===== config.mk =====
export PLATFORM = sky130hd
export DESIGN_NAME = lifo_stack_with_remove
export DESIGN_NICKNAME = d
export VERILOG_FILES = /design/src/rtl/lws_pkg.sv /design/src/rtl/lws_ram.sv /design/src/rtl/lws_engine.sv /design/src/rtl/lifo_stack_with_remove.sv
export SDC_FILE = /design/constraint.sdc
export NUM_CORES = 1
export LEC_CHECK = 0
export ABC_AREA = 1
export BUFFER_PORTS_ARGS = -buffer_cell sky130_fd_sc_hd__buf_2
export CORE_MARGIN = 3
export CORE_UTILIZATION = 50
export CTS_CLUSTER_DIAMETER = 30
export CTS_CLUSTER_SIZE = 20
export DETAILED_ROUTE_END_ITERATION = 7
export PLACE_DENSITY = 0.75
export SLEW_MARGIN = 20
export SYNTH_ARGS = -nofsm -noshare
export SYNTH_HDL_FRONTEND = slang
export SYNTH_SLANG_ARGS = --single-unit
export TNS_END_PERCENT = 100

===== constraint.sdc =====
create_clock -name clock -period 4.8 [get_ports clock]
set_input_delay 0.48 -clock clock [delete_from_list [all_inputs] [get_ports clock]]
set_output_delay 0.48 -clock clock [all_outputs]
set_load 0.05 [all_outputs]

===== src/rtl/lws_pkg.sv =====
// ----------------------------------------------------------------------------
// lws_pkg
// Shared types, sizes and codes for the LIFO stack with remove-by-value.
// ----------------------------------------------------------------------------
package lws_pkg;

   localparam int DEPTH  = 16;
   localparam int ADDR_W = $clog2(DEPTH);
   localparam int CNT_W  = $clog2(DEPTH + 1);
   localparam int DATA_W = 32;

   typedef logic [1:0] func_type;
   typedef logic [1:0] status_type;

   localparam func_type FN_PUSH   = 2'd0;
   localparam func_type FN_POP    = 2'd1;
   localparam func_type FN_REMOVE = 2'd2;
   localparam func_type FN_CLEAR  = 2'd3;

   localparam status_type ST_DONE      = 2'd0;
   localparam status_type ST_FULL      = 2'd1;
   localparam status_type ST_EMPTY     = 2'd2;
   localparam status_type ST_NOT_FOUND = 2'd3;

   typedef struct packed {
      logic                     start;
      func_type                 func;
      logic signed [DATA_W-1:0] value;
   } cmd_type;

   typedef struct packed {
      logic                     idle;
      logic                     valid;
      status_type               status;
      logic signed [DATA_W-1:0] popped;
   } res_type;

endpackage


===== src/rtl/lws_ram.sv =====
// ----------------------------------------------------------------------------
// lws_ram
// Generic single-port-write, single-port-read RAM with registered read data.
// ----------------------------------------------------------------------------
module lws_ram #(
   parameter int WIDTH = 32,
   parameter int DEPTH = 16
) (
   input  logic                     clock,
   input  logic                     wr_en,
   input  logic [$clog2(DEPTH)-1:0] wr_addr,
   input  logic [WIDTH-1:0]         wr_data,
   input  logic [$clog2(DEPTH)-1:0] rd_addr,
   output logic [WIDTH-1:0]         rd_data
);

   logic [WIDTH-1:0] mem_ff [DEPTH];
   logic [WIDTH-1:0] rd_data_ff;

   always_ff @(posedge clock) begin
      if (wr_en) begin
         mem_ff[wr_addr] <= wr_data;
      end
      rd_data_ff <= mem_ff[rd_addr];
   end

   assign rd_data = rd_data_ff;

endmodule


===== src/rtl/lws_engine.sv =====
// ----------------------------------------------------------------------------
// lws_engine
// Sequencer for push, pop, clear and remove. One comparator walks the slot
// RAM from the top down; a hit is closed by copying the entries above it
// down one place, one entry per cycle.
// ----------------------------------------------------------------------------
module lws_engine (
   input  logic                          clock,
   input  logic                          reset,
   input  lws_pkg::cmd_type              cmd,
   input  logic                          out_free,
   output lws_pkg::res_type              res,
   output logic                          mem_we,
   output logic [lws_pkg::ADDR_W-1:0]    mem_waddr,
   output logic [lws_pkg::DATA_W-1:0]    mem_wdata,
   output logic [lws_pkg::ADDR_W-1:0]    mem_raddr,
   input  logic [lws_pkg::DATA_W-1:0]    mem_rdata
);
   import lws_pkg::*;

   localparam logic [2:0] S_IDLE  = 3'd0;
   localparam logic [2:0] S_SCAN  = 3'd1;
   localparam logic [2:0] S_SHIFT = 3'd2;
   localparam logic [2:0] S_POP   = 3'd3;
   localparam logic [2:0] S_DONE  = 3'd4;

   logic [2:0]               state_ff, state_in;
   logic [CNT_W-1:0]         count_ff, count_in;
   logic [ADDR_W-1:0]        idx_ff, idx_in;
   logic [DATA_W-1:0]        value_ff, value_in;
   status_type               status_ff, status_in;
   logic [DATA_W-1:0]        popped_ff, popped_in;
   logic                     hit;
   logic [CNT_W-1:0]         idx_ext;
   logic [ADDR_W-1:0]        top_addr;

   assign hit      = (mem_rdata == value_ff);
   assign idx_ext  = CNT_W'(idx_ff);
   assign top_addr = ADDR_W'(count_ff - CNT_W'(1));

   always_comb begin
      state_in  = state_ff;
      count_in  = count_ff;
      idx_in    = idx_ff;
      value_in  = value_ff;
      status_in = status_ff;
      popped_in = popped_ff;
      mem_we    = 1'b0;
      mem_waddr = idx_ff;
      mem_wdata = mem_rdata;
      mem_raddr = idx_ff - ADDR_W'(1);

      unique case (state_ff)
         S_IDLE: begin
            if (cmd.start) begin
               value_in  = cmd.value;
               status_in = ST_DONE;
               popped_in = '0;
               state_in  = S_DONE;
               unique case (cmd.func)
                  FN_PUSH: begin
                     if (count_ff == CNT_W'(DEPTH)) begin
                        status_in = ST_FULL;
                     end else begin
                        mem_we    = 1'b1;
                        mem_waddr = ADDR_W'(count_ff);
                        mem_wdata = cmd.value;
                        count_in  = count_ff + CNT_W'(1);
                     end
                  end
                  FN_POP: begin
                     if (count_ff == '0) begin
                        status_in = ST_EMPTY;
                     end else begin
                        mem_raddr = top_addr;
                        count_in  = count_ff - CNT_W'(1);
                        state_in  = S_POP;
                     end
                  end
                  FN_REMOVE: begin
                     if (count_ff == '0) begin
                        status_in = ST_EMPTY;
                     end else begin
                        mem_raddr = top_addr;
                        idx_in    = top_addr;
                        state_in  = S_SCAN;
                     end
                  end
                  FN_CLEAR: begin
                     count_in = '0;
                  end
                  default: begin
                     state_in = S_DONE;
                  end
               endcase
            end
         end
         // rd data holds slot idx_ff; fetches slot below, or above on a hit
         S_SCAN: begin
            if (hit) begin
               if (idx_ext + CNT_W'(1) == count_ff) begin
                  count_in = count_ff - CNT_W'(1);
                  state_in = S_DONE;
               end else begin
                  mem_raddr = idx_ff + ADDR_W'(1);
                  state_in  = S_SHIFT;
               end
            end else if (idx_ff == '0) begin
               status_in = ST_NOT_FOUND;
               state_in  = S_DONE;
            end else begin
               idx_in = idx_ff - ADDR_W'(1);
            end
         end
         // rd data holds slot idx_ff+1, written down into idx_ff
         S_SHIFT: begin
            mem_we = 1'b1;
            if (idx_ext + CNT_W'(2) == count_ff) begin
               count_in = count_ff - CNT_W'(1);
               state_in = S_DONE;
            end else begin
               idx_in    = idx_ff + ADDR_W'(1);
               mem_raddr = idx_ff + ADDR_W'(2);
            end
         end
         S_POP: begin
            popped_in = mem_rdata;
            state_in  = S_DONE;
         end
         S_DONE: begin
            if (out_free) begin
               state_in = S_IDLE;
            end
         end
         default: begin
            state_in = S_IDLE;
         end
      endcase
   end

   always_ff @(posedge clock) begin
      if (reset) begin
         state_ff <= S_IDLE;
         count_ff <= '0;
      end else begin
         state_ff <= state_in;
         count_ff <= count_in;
      end
      idx_ff    <= idx_in;
      value_ff  <= value_in;
      status_ff <= status_in;
      popped_ff <= popped_in;
   end

   assign res.idle   = (state_ff == S_IDLE);
   assign res.valid  = (state_ff == S_DONE);
   assign res.status = status_ff;
   assign res.popped = popped_ff;

   a_count_bound: assert property (@(posedge clock) disable iff (reset)
      count_ff <= CNT_W'(DEPTH))
      else $error("fill count above depth");

   a_scan_no_write: assert property (@(posedge clock) disable iff (reset)
      (state_ff == S_SCAN) |-> !mem_we)
      else $error("slot write during scan");

   a_shift_ports_apart: assert property (@(posedge clock) disable iff (reset)
      (state_ff == S_SHIFT) |-> (mem_raddr != mem_waddr))
      else $error("shift reads the slot it writes");

   a_shift_in_range: assert property (@(posedge clock) disable iff (reset)
      (state_ff == S_SHIFT) |-> (idx_ext + CNT_W'(2) <= count_ff))
      else $error("shift past top of stack");

   a_pop_ok: assert property (@(posedge clock) disable iff (reset)
      (state_ff == S_POP) |=> (state_ff == S_DONE && status_ff == ST_DONE))
      else $error("pop did not finish cleanly");

endmodule


===== src/rtl/lifo_stack_with_remove.sv =====
// ----------------------------------------------------------------------------
// lifo_stack_with_remove
// Bounded LIFO of signed 32-bit values with push, pop, clear and
// remove-first-match-from-top.
//
//   channel | ports                          | direction
//   --------+--------------------------------+----------
//   req     | req_valid/ready, func, value   | in
//   rsp     | rsp_valid/ready, status, popped| out
//
// Pop and remove on an empty stack finish without reading the RAM. Remove
// scans from the top for the first match and then closes the gap; the
// single RAM read port feeds one compare or one copy per cycle.
// Reset empties the stack; slot contents are left as they are.
// A finished transaction sits in the output register while the next request
// is taken; the sequencer waits in its finish state if it is full and unread.
// ----------------------------------------------------------------------------
module lifo_stack_with_remove (
   input  logic                          clock,
   input  logic                          reset,
   input  logic                          req_valid,
   output logic                          req_ready,
   input  lws_pkg::func_type             req_func,
   input  logic signed [31:0]            req_value,
   output logic                          rsp_valid,
   input  logic                          rsp_ready,
   output lws_pkg::status_type           rsp_status,
   output logic signed [31:0]            rsp_popped
);
   import lws_pkg::*;

   cmd_type            cmd;
   res_type            res;
   logic               out_free;
   logic               mem_we;
   logic [ADDR_W-1:0]  mem_waddr;
   logic [DATA_W-1:0]  mem_wdata;
   logic [ADDR_W-1:0]  mem_raddr;
   logic [DATA_W-1:0]  mem_rdata;

   logic               rsp_valid_ff, rsp_valid_in;
   status_type         rsp_status_ff;
   logic [DATA_W-1:0]  rsp_popped_ff;
   logic               load;

   assign req_ready = res.idle;
   assign cmd.start = req_valid & res.idle;
   assign cmd.func  = req_func;
   assign cmd.value = req_value;

   assign out_free     = !rsp_valid_ff || rsp_ready;
   assign load         = res.valid && out_free;
   assign rsp_valid_in = load || (rsp_valid_ff && !rsp_ready);

   lws_engine u_engine (
      .clock     (clock),
      .reset     (reset),
      .cmd       (cmd),
      .out_free  (out_free),
      .res       (res),
      .mem_we    (mem_we),
      .mem_waddr (mem_waddr),
      .mem_wdata (mem_wdata),
      .mem_raddr (mem_raddr),
      .mem_rdata (mem_rdata)
   );

   lws_ram #(
      .WIDTH (DATA_W),
      .DEPTH (DEPTH)
   ) u_slots (
      .clock   (clock),
      .wr_en   (mem_we),
      .wr_addr (mem_waddr),
      .wr_data (mem_wdata),
      .rd_addr (mem_raddr),
      .rd_data (mem_rdata)
   );

   always_ff @(posedge clock) begin
      if (reset) begin
         rsp_valid_ff <= 1'b0;
      end else begin
         rsp_valid_ff <= rsp_valid_in;
      end
      if (load) begin
         rsp_status_ff <= res.status;
         rsp_popped_ff <= res.popped;
      end
   end

   assign rsp_valid  = rsp_valid_ff;
   assign rsp_status = rsp_status_ff;
   assign rsp_popped = rsp_popped_ff;

endmodule

==> metrics.yaml <==
run_status:
  run_status: "complete, no violations"
grt:
  antenna_found_initial: 0
  track_usage: 0.243
  grt_max_degree: 111
  grt_pass1_wl_um: 113000
  overflow: 0
  grt_pass1_vias: 20400
synth:
  ys_seq_elements: 657
  synthArstFlopShare: 0
  yosysTopAreaCell: "edfxtp_1"
  yosys_warnings: 0
  syn_area_per_cell_um2: 10.3
  synth_edf_count: 616
  synthesis.area_um2: 28800
  synth_top_area_frac: 0.641
  synthTopCellsByArea: "edfxtp_1 64%, nand2_1 10%, inv_1 5.0%"
  synth_cells: 2788
  ys_seq_area_frac: 0.670
  synthesis.nets: 2838
  ys.flop_type: "edfxtp_1"
  synth.distinct_cells: 40
sta:
  hold_viol: 0
  fmax_ghz: 0.252
  setup_tns_ps: 0
  slew_violations: 0
  min_period_ps: 3960
  rsz0062_at_grt: "no"
  fin_crit_sh: 0.825
  tightest_slew_ps: 1170
  setup_slack_ps: 838
  skew_ps: 27.8
  max_slew_margin: 0.221
  finalSetupViolations: 0
finish:
  num_antenna_cells: 0
  mostFrequentLayoutCells: "794 x nand2_1, 616 x edfxtp_1, 382 x inv_1"
  area_growth_pct: 17.6
  nets: 2931
  layout_commonest_cell: "nand2_1"
  drive_gt1_frac: 0.134
clock_network:
  clock_path_buffers: 3
  htreeDepth: 3
  clk_latency_ps: 650
  cts-root-buf: "clkbuf_16"
  cts_sinks: 657
  ctsResizeCount: 0
  postCtsSetupBuffers: 0
  cts_tree: "built"
  clk_pin_slew_ps: 60
  cts_made_buffers: 107
die:
  die_w_um: 246
  initial_core_util: 0.509
  die_y_um: 246
  rows: 87
  io_pins: 74
  die_area_um2: 60600
  core_area_um2: 56700
routing:
  wl_um: 74200
  via_per_inst: 5.53
  drc: 0
  drtAntennaViolNets: 0
  wl_per_cell_um: 19.9
  first_iter_violations: 2562
  dr.pass1.iters: 6
  vias: 20600
worst_setup_path:
  critPathTopFamily: "simple AND/OR/NAND/NOR gates"
  crit_path_frequent_cell: "nand2_1"
  critPathSlowestCell: "nand2_4"
  worstPathCellList: "inv_1 -> ha_1 -> xor2_1 -> nor2_1 -> nand2_1 -> nor2_1 -> nand2_1 -> nand2_1 -> nand2_1 -> nand2_1 -> nand2_4 -> nand2_4 -> buf_12 -> nand2_1 -> nand3_1 -> nand2_1 -> nand2_1 -> nand2_1"
  critPathKind: "reg -> reg"
  cp-startpoint: "u_engine.idx_ff[0]"
  cp_slowest_stage_delay_ps: 580
  path_buf_inv: 2
  cp.arrival_ps: 4440
  r2r_start: "u_engine.idx_ff[0]"
  cp-start-kind: "flop"
  endpoint_kind: "flop"
  worstPathRequired_ps: 5280
  cp_max_fo: 67
place:
  portBuffers: 73
  gp_congestion: 0.886
  pre_cts_slack_ps: 1080
  dp_hpwl_um: 40500
hold_path:
  hold_path.class: "in -> reg"
  holdCritStartpoint: "req_value[18]"
pwr:
  vdd_ir_drop_max_v: 0.000758
  p_leak_nw: 14.1
  power.density_nw_per_um2: 797
flow_run:
  drv_cap: 0
==> routing by layer <==
layer | GRT usage | part of all wire
met5 | 0 | 0
met4 | 0.110 | 0.034
met2 | 0.399 | 0.48
met3 | 0.0461 | 0.11
met1 | 0.315 | 0.39
==> logic make-up after synthesis <==
group,share of synthesized area
AO/OA/AOI/OAI,0.0421
XOR/XNOR,0.00599
adder cells (fa/ha/maj),0.00521
buffers and inverters,0.0812
flip-flops,0.670
AND/OR/NAND/NOR,0.196
==> cell usage after synthesis, types with 2 or more instances <==
library cell and instances:
a211oi_1 2, a21oi_1 42, a22oi_1 2, buf_2 69
buf_4 31, buf_6 10, clkbuf_1 37, clkbuf_2 2
dfxtp_1 41, edfxtp_1 616, ha_1 12, inv_1 383
inv_2 15, nand2_1 798, nand2_2 5, nand2_4 3
nand3_1 275, nand3_2 2, nand4_1 99, nor2_1 123
nor2_4 5, nor3_1 3, o211ai_1 2, o21ai_0 116
o21ai_1 64, o22ai_1 2, xnor2_1 5, xor2_1 11
xor2_2 2
==> power breakdown <==
part	switching [mW]	total, mW	internal (mW)
clock network	2.84	7.82	4.98
registers	0.408	8.08	7.67
logic	8.10	11.1	3.03
==> sequential cells by signal (all words and copies together), names as in the netlist, 3 cells and up <==
signal	cells
u_engine.state_ff	3
u_slots.mem_ff	512
rsp_popped	32
u_engine.count_ff	5
u_engine.idx_ff	4
u_engine.popped_ff	32
u_engine.value_ff	32
u_slots.rd_data	32
==> path summary, 6_finish.rpt <==
check / to / slack [ps] / depth (start not counted)
max: u_slots.rd_data[13] / 840 / 18
max reg2reg: u_slots.rd_data[13] / 840 / 18
min reg2reg: rsp_popped[18] / 400 / 0
min: u_engine.value_ff[18] / 30 / 1
==> per-stage QoR <==
stage | instances | utilization | hold WS, ps | power [mW] | instance area [um2]
global route | 3731 | 0.598 | 15.1 | 28.6 | 33900
finish | 3731 | 0.598 | 25.1 | 27.0 | 33900
CTS | 3728 | 0.597 | 0.799 | 26.8 | 33800
detailed placement | 3521 | 0.530 | 405 | 18.8 | 30000
global placement | 3521 | 0.529 | 401 | 18.6 | 30000
floorplan | 2788 | - | 400 | 16.0 | 28800
==> layout make-up <==
| class | count | area, um2 |
|---|---|---|
| Sequential cell | 657 | 19300 |
| Timing Repair Buffer | 134 | 970 |
| Tap cell | 756 | 946 |
| Inverter | 399 | 1500 |
| Clock buffer | 124 | 2860 |
| Multi-Input combinational cell | 1582 | 7440 |
| Fill cell | 4267 | 22800 |
| Clock inverter | 79 | 891 |
==> repair_timing <==
item,4_1_cts,5_1_grt
hold buffers,4,0
endpoints found under the setup margin,0,0
endpoints found under the hold margin,4,0
No activity file was read; power rests on OpenSTA's default activity.
